[src/rtl/core/byte_stuffed_frame_receiver_defines.svh]
// Assertion macros shared by the frame receiver RTL.
// No dependencies; each macro expects clk and rst_n in scope.
`ifndef BYTE_STUFFED_FRAME_RECEIVER_DEFINES_SVH
`define BYTE_STUFFED_FRAME_RECEIVER_DEFINES_SVH

// Same-cycle implication, checked outside reset.
`define BSFR_ASSERT_IMPLY(lbl, ante, cons, msg) \
  lbl: assert property (@(posedge clk) disable iff (!rst_n) (ante) |-> (cons)) else $error(msg);

// Next-cycle implication, checked outside reset.
`define BSFR_ASSERT_NEXT(lbl, ante, cons, msg) \
  lbl: assert property (@(posedge clk) disable iff (!rst_n) (ante) |=> (cons)) else $error(msg);

`endif

[src/rtl/core/bsfr_pkg.sv]
// Types and constants for the byte-stuffed frame receiver.
// No dependencies; used by byte_stuffed_frame_receiver.
package bsfr_pkg;

  typedef enum logic [2:0] {
    KIND_DATA   = 3'd0,
    KIND_DONE   = 3'd1,
    KIND_JUNK_S = 3'd2,
    KIND_JUNK_E = 3'd3,
    KIND_JUNK_T = 3'd4,
    KIND_OVER   = 3'd5
  } kind_t;

  localparam int CFG_ADDR_W = 2;
  localparam int CFG_DATA_W = 16;

  localparam logic [CFG_ADDR_W-1:0] REG_START   = 2'd0;
  localparam logic [CFG_ADDR_W-1:0] REG_END     = 2'd1;
  localparam logic [CFG_ADDR_W-1:0] REG_ESCAPE  = 2'd2;
  localparam logic [CFG_ADDR_W-1:0] REG_TIMEOUT = 2'd3;

  localparam logic [7:0]  START_RST   = 8'd0;
  localparam logic [7:0]  END_RST     = 8'd1;
  localparam logic [7:0]  ESCAPE_RST  = 8'd2;
  localparam logic [15:0] TIMEOUT_RST = 16'd200;

  // One result word as held in the output queue.
  typedef struct packed {
    kind_t       kind;
    logic [7:0]  byte_v;
    logic [9:0]  count;
    logic        last;
  } res_t;

endpackage

[src/rtl/core/byte_stuffed_frame_receiver.sv]
// Byte-stuffed frame receiver: start/end/escape deframer with junk, timeout
// and overflow reporting. Depends on bsfr_pkg and the defines header.
//
// Channel  | Dir | tdata (low bit up)                 | tuser     | tlast
// ---------+-----+------------------------------------+-----------+----------------
// in_      | in  | rx_byte[7:0]                       | action    | -
// out_     | out | out_byte[7:0], byte_count[17:8]    | kind[2:0] | last of an input
// cfg_     | in  | we / addr / wdata, write only      | -         | -
//
// Each word is decoded in the cycle it is accepted; its zero, one or two
// results land in a 4-entry output queue and reach out_ in order behind any queued ones.
// One input word per cycle is sustained while the sink takes one result per
// cycle; in_tready drops only when the queue has fewer than two free slots.
// Reset (rst_n, synchronous) clears frame state, idle counter, queue and
// restores the code registers to their defaults.
`include "byte_stuffed_frame_receiver_defines.svh"

module byte_stuffed_frame_receiver #(
  parameter int HOLD_BYTES = 512
) (
  input  logic                           clk,
  input  logic                           rst_n,
  // input stream
  input  logic                           in_tvalid,
  output logic                           in_tready,
  input  logic [7:0]                     in_tdata,   // [7:0] rx_byte
  input  logic                           in_tuser,   // [0] action: 0 byte, 1 tick
  // result stream
  output logic                           out_tvalid,
  input  logic                           out_tready,
  output logic [23:0]                    out_tdata,  // [7:0] out_byte, [17:8] byte_count
  output logic [2:0]                     out_tuser,  // [2:0] kind
  output logic                           out_tlast,
  // configuration
  input  logic                           cfg_we,
  input  logic [bsfr_pkg::CFG_ADDR_W-1:0] cfg_addr,
  input  logic [bsfr_pkg::CFG_DATA_W-1:0] cfg_wdata
);

  localparam int CNT_W = $clog2(HOLD_BYTES + 1);
  localparam logic [CNT_W-1:0] HOLD_CNT = CNT_W'(HOLD_BYTES);
  localparam int Q_DEPTH = 4;
  localparam int QP_W = $clog2(Q_DEPTH);
  localparam int QC_W = $clog2(Q_DEPTH + 1);
  localparam logic [QC_W-1:0] Q_ROOM = QC_W'(Q_DEPTH - 2);

  // Counts go out modulo 1024.
  function automatic logic [9:0] to_cnt10(input logic [CNT_W-1:0] v);
    logic [CNT_W+9:0] w;
    w = {10'b0, v};
    return w[9:0];
  endfunction

  // ---------------------------------------------------------------- config
  logic [7:0]  start_r, end_r, escape_r;
  logic [15:0] timeout_r;

  always_ff @(posedge clk) begin
    if (!rst_n) begin
      start_r   <= bsfr_pkg::START_RST;
      end_r     <= bsfr_pkg::END_RST;
      escape_r  <= bsfr_pkg::ESCAPE_RST;
      timeout_r <= bsfr_pkg::TIMEOUT_RST;
    end else if (cfg_we) begin
      unique case (cfg_addr)
        bsfr_pkg::REG_START:   start_r   <= cfg_wdata[7:0];
        bsfr_pkg::REG_END:     end_r     <= cfg_wdata[7:0];
        bsfr_pkg::REG_ESCAPE:  escape_r  <= cfg_wdata[7:0];
        bsfr_pkg::REG_TIMEOUT: timeout_r <= cfg_wdata;
        default: ;
      endcase
    end
  end

  // ----------------------------------------------------------- frame state
  logic             in_frame_r, in_frame_nxt;
  logic             esc_pend_r, esc_pend_nxt;
  logic [CNT_W-1:0] held_r, held_nxt;
  logic [CNT_W-1:0] flen_r, flen_nxt;
  logic [15:0]      idle_r, idle_nxt;

  logic             in_fire;
  bsfr_pkg::res_t   res0, res1;
  logic [1:0]       n_res;
  logic [7:0]       rx_b;
  logic [CNT_W-1:0] held_inc, flen_inc;

  assign in_fire  = in_tvalid && in_tready;
  assign rx_b     = in_tdata;
  assign held_inc = held_r + 1'b1;   // held_r < HOLD_BYTES whenever used
  assign flen_inc = flen_r + 1'b1;

  always_comb begin
    in_frame_nxt = in_frame_r;
    esc_pend_nxt = esc_pend_r;
    held_nxt     = held_r;
    flen_nxt     = flen_r;
    idle_nxt     = idle_r;
    res0         = '0;
    res1         = '0;
    n_res        = 2'd0;

    if (in_fire) begin
      if (in_tuser) begin
        // millisecond tick: saturating idle count, timeout drops held bytes
        if (idle_r != 16'hFFFF) idle_nxt = idle_r + 16'd1;
        if (held_r != '0 && idle_nxt > timeout_r) begin
          res0.kind  = bsfr_pkg::KIND_JUNK_T;
          res0.count = to_cnt10(held_r);
          n_res      = 2'd1;
          in_frame_nxt = 1'b0;
          esc_pend_nxt = 1'b0;
          held_nxt     = '0;
          flen_nxt     = '0;
        end
      end else if (held_r >= HOLD_CNT) begin
        // hold space full: drop the byte, flush the held bytes and frame state
        res0.kind  = bsfr_pkg::KIND_OVER;
        res0.count = to_cnt10(held_r);
        n_res      = 2'd1;
        in_frame_nxt = 1'b0;
        esc_pend_nxt = 1'b0;
        held_nxt     = '0;
        flen_nxt     = '0;
      end else begin
        idle_nxt = '0;
        if (rx_b == start_r) begin
          if (held_r != '0) begin
            res0.kind  = bsfr_pkg::KIND_JUNK_S;
            res0.count = to_cnt10(held_r);
            n_res      = 2'd1;
          end
          in_frame_nxt = 1'b1;
          esc_pend_nxt = 1'b0;
          held_nxt     = CNT_W'(1);
          flen_nxt     = '0;
        end else if (rx_b == end_r) begin
          if (in_frame_r) begin
            if (esc_pend_r) begin
              // trailing escape goes out raw, then the marker
              res0.kind   = bsfr_pkg::KIND_DATA;
              res0.byte_v = escape_r;
              res1.kind   = bsfr_pkg::KIND_DONE;
              res1.count  = to_cnt10(flen_inc);
              n_res       = 2'd2;
            end else begin
              res0.kind  = bsfr_pkg::KIND_DONE;
              res0.count = to_cnt10(flen_r);
              n_res      = 2'd1;
            end
          end else begin
            res0.kind  = bsfr_pkg::KIND_JUNK_E;
            res0.count = to_cnt10(held_inc);
            n_res      = 2'd1;
          end
          in_frame_nxt = 1'b0;
          esc_pend_nxt = 1'b0;
          held_nxt     = '0;
          flen_nxt     = '0;
        end else begin
          held_nxt = held_inc;
          if (in_frame_r) begin
            if (esc_pend_r) begin
              esc_pend_nxt = 1'b0;
              res0.kind    = bsfr_pkg::KIND_DATA;
              res0.byte_v  = rx_b + start_r;
              n_res        = 2'd1;
              flen_nxt     = flen_inc;
            end else if (rx_b == escape_r) begin
              esc_pend_nxt = 1'b1;
            end else begin
              res0.kind   = bsfr_pkg::KIND_DATA;
              res0.byte_v = rx_b;
              n_res       = 2'd1;
              flen_nxt    = flen_inc;
            end
          end
        end
      end
    end

    res0.last = (n_res == 2'd1);
    res1.last = 1'b1;
  end

  always_ff @(posedge clk) begin
    if (!rst_n) begin
      in_frame_r <= 1'b0;
      esc_pend_r <= 1'b0;
      held_r     <= '0;
      flen_r     <= '0;
      idle_r     <= '0;
    end else begin
      in_frame_r <= in_frame_nxt;
      esc_pend_r <= esc_pend_nxt;
      held_r     <= held_nxt;
      flen_r     <= flen_nxt;
      idle_r     <= idle_nxt;
    end
  end

  // ----------------------------------------------------------- result queue
  bsfr_pkg::res_t    q_r [Q_DEPTH];
  logic [QP_W-1:0]   wr_ptr_r, wr_ptr_nxt, rd_ptr_r, rd_ptr_nxt;
  logic [QC_W-1:0]   cnt_r, cnt_nxt;
  logic              out_fire;
  logic [QP_W-1:0]   wr_ptr_p1;
  bsfr_pkg::res_t    head;

  assign out_fire   = out_tvalid && out_tready;
  assign wr_ptr_p1  = wr_ptr_r + 1'b1;
  assign wr_ptr_nxt = wr_ptr_r + QP_W'(n_res);
  assign rd_ptr_nxt = rd_ptr_r + QP_W'(out_fire);
  assign cnt_nxt    = cnt_r + QC_W'(n_res) - QC_W'(out_fire);

  always_ff @(posedge clk) begin
    if (n_res != 2'd0) q_r[wr_ptr_r]  <= res0;
    if (n_res == 2'd2) q_r[wr_ptr_p1] <= res1;
  end

  always_ff @(posedge clk) begin
    if (!rst_n) begin
      wr_ptr_r <= '0;
      rd_ptr_r <= '0;
      cnt_r    <= '0;
    end else begin
      wr_ptr_r <= wr_ptr_nxt;
      rd_ptr_r <= rd_ptr_nxt;
      cnt_r    <= cnt_nxt;
    end
  end

  // room for the worst case of two results
  assign in_tready  = (cnt_r <= Q_ROOM);
  assign head       = q_r[rd_ptr_r];
  assign out_tvalid = (cnt_r != '0);
  assign out_tdata  = {6'b0, head.count, head.byte_v};
  assign out_tuser  = head.kind;
  assign out_tlast  = head.last;

  // ------------------------------------------------------------- assertions
  `BSFR_ASSERT_IMPLY(a_esc_in_frame, !in_frame_r, !esc_pend_r, "escape pending outside a frame")
  `BSFR_ASSERT_IMPLY(a_flen_below_held, in_frame_r, flen_r < held_r, "frame length not below held count")
  `BSFR_ASSERT_IMPLY(a_held_bound, 1'b1, held_r <= HOLD_CNT, "held count beyond hold space")
  `BSFR_ASSERT_NEXT(a_queue_bound, in_fire, cnt_r <= QC_W'(Q_DEPTH), "result queue overrun")

endmodule

[config.mk]
export PLATFORM = sky130hd
export DESIGN_NAME = byte_stuffed_frame_receiver
export DESIGN_NICKNAME = d
export VERILOG_FILES = /design/src/rtl/core/bsfr_pkg.sv /design/src/rtl/core/byte_stuffed_frame_receiver.sv
export VERILOG_INCLUDE_DIRS = /design/src /design/src/rtl/core
export SDC_FILE = /design/constraint.sdc
export NUM_CORES = 1
export LEC_CHECK = 0
export BUFFER_PORTS_ARGS = -buffer_cell sky130_fd_sc_hd__clkbuf_2
export CAP_MARGIN = 20
export CORE_MARGIN = 4
export CORE_UTILIZATION = 49
export DETAILED_ROUTE_END_ITERATION = 8
export GPL_TIMING_DRIVEN = 0
export PLACE_DENSITY = 0.69
export SETUP_SLACK_MARGIN = 0.15
export SLEW_MARGIN = 20
export SYNTH_ARGS = -nofsm -noshare
export SYNTH_HDL_FRONTEND = slang
export SYNTH_SLANG_ARGS = --single-unit
[constraint.sdc]
create_clock -name clk -period 4.2 [get_ports clk]
set_clock_uncertainty 0.2 [all_clocks]
set_input_delay 0.42 -clock clk [delete_from_list [all_inputs] [get_ports clk]]
set_output_delay 0.42 -clock clk [all_outputs]
set_load 0.02 [all_outputs]
==> flow_summary.ini <==
[cells_and_area]
final_cells = 1496
layout-area-overhead-vs-synth_pct = 29.6
mostFrequentLayoutCells = 124 x sky130_fd_sc_hd__dfxtp_1, 119 x sky130_fd_sc_hd__nand2_1, 63 x sky130_fd_sc_hd__buf_4
mostFrequentLayoutCell = sky130_fd_sc_hd__dfxtp_1
finalCoreUtilization_pct = 65.5
layout.filler_cells = 1536
drive_above_1_share_pct = 29.7
antenna_cells_inserted = 0
num-nets-final = 1282

[synthesis]
synth_enable_flop_cells = 44
post_synth_num_cell_types = 88
synth.avg_cell_area_sq_um = 9.42
postSynthCellCount = 1061
yosys_most_used_dff = sky130_fd_sc_hd__dfxtp_1
yosys.area.top_type = sky130_fd_sc_hd__dfxtp_1
ys_top_cells_by_area = sky130_fd_sc_hd__dfxtp_1 26%, sky130_fd_sc_hd__edfxtp_1 13%, sky130_fd_sc_hd__mux4_2 5.0%, sky130_fd_sc_hd__nand2_1 4.6%, sky130_fd_sc_hd__a211oi_1 4.0%
synth.yosys.warnings = 0
area_share_of_the_largest_cell_type_after_synthesis_pct = 25.8
yosys_register_bits = 173
ys_async_sr_fraction_pct = 0
fraction_of_the_yosys_area_taken_by_sequential_cells_pct = 39.0
synth.cell_area_sq_um = 10000

[power]
finalPower_uw = 4770
cellPowerDensity_nw_per_um2 = 368
ir_worst_vdd_uv = 310
static-leakage-power_uw = 0.00502

[global_routing]
grt.total_usage_pct = 25.6
grt_pass1_wl_mm = 45.9
first_global_vias = 8688
global_route.overflow_total = 0
pin_count_of_the_biggest_net_entering_global_routing = 18
antenna_found_initial = 0

[critical_path]
critPathMaxFanout = 7
cpPeakStageDelay_ns = 0.45
crit_top_cell = sky130_fd_sc_hd__buf_4
crit_path_end_kind = flop
critical_path_arrival_ns = 4.31
crit_chain = buf_8, and4_4, nand4_1, buf_6, nor3_4, and3_4, o311ai_2, o21a_1, ha_4, nand4_4, or3_4, o21a_4, o31a_4, o221a_4, buf_4, o22ai_4, buf_4, o22ai_1
timing.critical_path.from_type = flop
crit_type = reg -> reg
worst_ep_required_time_ns = 4.17
slowest_library_cell_on_the_worst_path = sky130_fd_sc_hd__or3_4

[sta]
setup_viol = 71
timing.max_slew.rel_slack_pct = 16.8
setup_ws_ns = -0.146
achievable-frequency_mhz = 230
max_slew.worst_pin.slew_ns = 1.25
final.min_clock_period_ns = 4.35
grt_setup_unrepaired = true
final-max-slew-violation-count = 0
hold_violation_count_in_the_final_report = 0
period_utilization_pct = 103
fin_worst_hold_slack_ns = 0.00661

[floorplan]
die_w_um = 151
die_height_um = 151
num_io_pins = 62
design.core.area_sq_um = 19800
num_rows = 51
die_area_sq_um = 22800
floorplan.initialDensity_pct = 50.6

[run_status]
violations_in_the_final_reports = setup timing
result_of_the_run = finished with violations

[place]
portBuffers = 54
placed_cells_incl_taps = 1385
hpwl_mm = 19.8
gpl.final_weighted_congestion = 0.942
preCtsSetupSlack_ns = -0.940

[clock_network]
worst_setup_hold_path_clk_slew_ns = 0.07
numClockSinks = 173
cts.path.max_buffers = 2
cts_tree = done
cts-root-buf = sky130_fd_sc_hd__clkbuf_16
insertion_delay_ns = 0.44
cts_inserted_buffers = 17
htree_levels = 4

[run]
timing.max_cap.violations = 0

[detailed_routing]
routed-via-count = 9147
antenna_left = 0
detailedRoute.firstIterationViolations = 735
detail_route.wirelength_mm = 30.4
drc_errors = 0
drtPass1Iterations = 7
avgRoutedWirePerCell_um = 20.3
routed_via_density = 6.11

[min_path]
worstHoldPathType = in -> reg
critical path: cells and delay by family, from the launching register on:
kind / cells / cell delay [ns]
AOI/OAI and AO/OA: 7 / 1.30
adders and majority gates: 1 / 0.30
buffers and inverters: 4 / 0.61
DFF: 1 / 0.33
and+or+nand+nor: 6 / 1.31
power breakdown:
group	internal (uW)	total (uW)	switching (uW)
Clock	894	1620	730
Sequential	1840	1930	89.8
Combinational	544	1220	679
state kept, by name (all words and copies together), names as in the netlist, 3 cells and up:
register	count
start_r	8
flen_r	10
escape_r	8
timeout_r	16
end_r	8
q_r	88
idle_r	16
cnt_r	3
held_r	10
cell usage after synthesis (15+ instances only):
library cell	n
sky130_fd_sc_hd__xnor2_1	39
sky130_fd_sc_hd__and3_1	16
sky130_fd_sc_hd__nand2_1	122
sky130_fd_sc_hd__ha_1	30
sky130_fd_sc_hd__xor2_1	18
sky130_fd_sc_hd__inv_1	65
sky130_fd_sc_hd__nand3_1	28
sky130_fd_sc_hd__o21ai_0	42
sky130_fd_sc_hd__a21boi_0	29
sky130_fd_sc_hd__nor3_1	21
sky130_fd_sc_hd__edfxtp_1	44
sky130_fd_sc_hd__buf_2	15
sky130_fd_sc_hd__dfxtp_1	129
sky130_fd_sc_hd__a211oi_1	53
sky130_fd_sc_hd__a21oi_1	39
sky130_fd_sc_hd__mux2i_1	25
sky130_fd_sc_hd__mux4_2	22
sky130_fd_sc_hd__clkbuf_1	37
sky130_fd_sc_hd__o22ai_1	41
sky130_fd_sc_hd__and2_1	16
sky130_fd_sc_hd__nor2_1	46
timing repair:
action,4_1_cts,5_1_grt
hold buffers,0,0
setup endpoints to repair,159,159
gates cloned,2,5
hold endpoints to repair,0,0
setup buffers,41,31
pin swaps,47,59
gates resized for setup,112,100
kinds of logic after synthesis:
| logic type | share of synthesized area, % |
|---|---|
| and+or+nand+nor | 15.4 |
| AOI/OAI and AO/OA | 22.3 |
| DFF | 39.0 |
| buffers and inverters | 6.36 |
| xor gates and xnor gates | 4.99 |
| muxes | 7.68 |
| adders and majority gates | 4.15 |
| other | 0.0375 |
layout make-up:
| cell class | instances | area (sq um) | share of cell area (%) |
|---|---|---|---|
| plain buffers | 75 | 489 | 3.77 |
| clock buffers | 21 | 475 | 3.67 |
| clock inverters | 11 | 120 | 0.927 |
| inverters | 67 | 272 | 2.09 |
| multi-input cells | 752 | 6370 | 49.1 |
| flip-flops and latches | 173 | 3910 | 30.2 |
| well taps | 265 | 332 | 2.56 |
| repair buffers | 130 | 981 | 7.57 |
| repair inverters | 2 | 17.5 | 0.135 |
per-layer routing:
metal  up-vias  track usage, %  part of all wire [%]
met2       427            44.0                    50
met1      4411            33.0                    40
met5         -               0                     0
met4         0            8.66                   3.0
met3        92            3.80                   7.4
li1       4217               -                     -
worst paths after layout:
kind / start / endpoint / slack [ns] / depth (start not counted)
worst max register to register: idle_r[3] / q_r[2][6] / -0.15 / 18
worst min register to register: q_r[2][14] / q_r[2][14] / 0.26 / 2
worst min-delay path: cfg_wdata[12] / timeout_r[12] / 0.007 / 3
worst max-delay path: idle_r[3] / q_r[2][6] / -0.15 / 18
stage by stage:
| step | setup TNS (ns) | instance area [sq um] |
|---|---|---|
| floorplan | -1.27 | 10100 |
| global placement | -74.56 | 10700 |
| detailed placement | -83.10 | 10700 |
| CTS | -4.80 | 12200 |
| global route | -17.01 | 13000 |
| finish | -3.62 | 13000 |
Power figures use the tool's default switching activity.
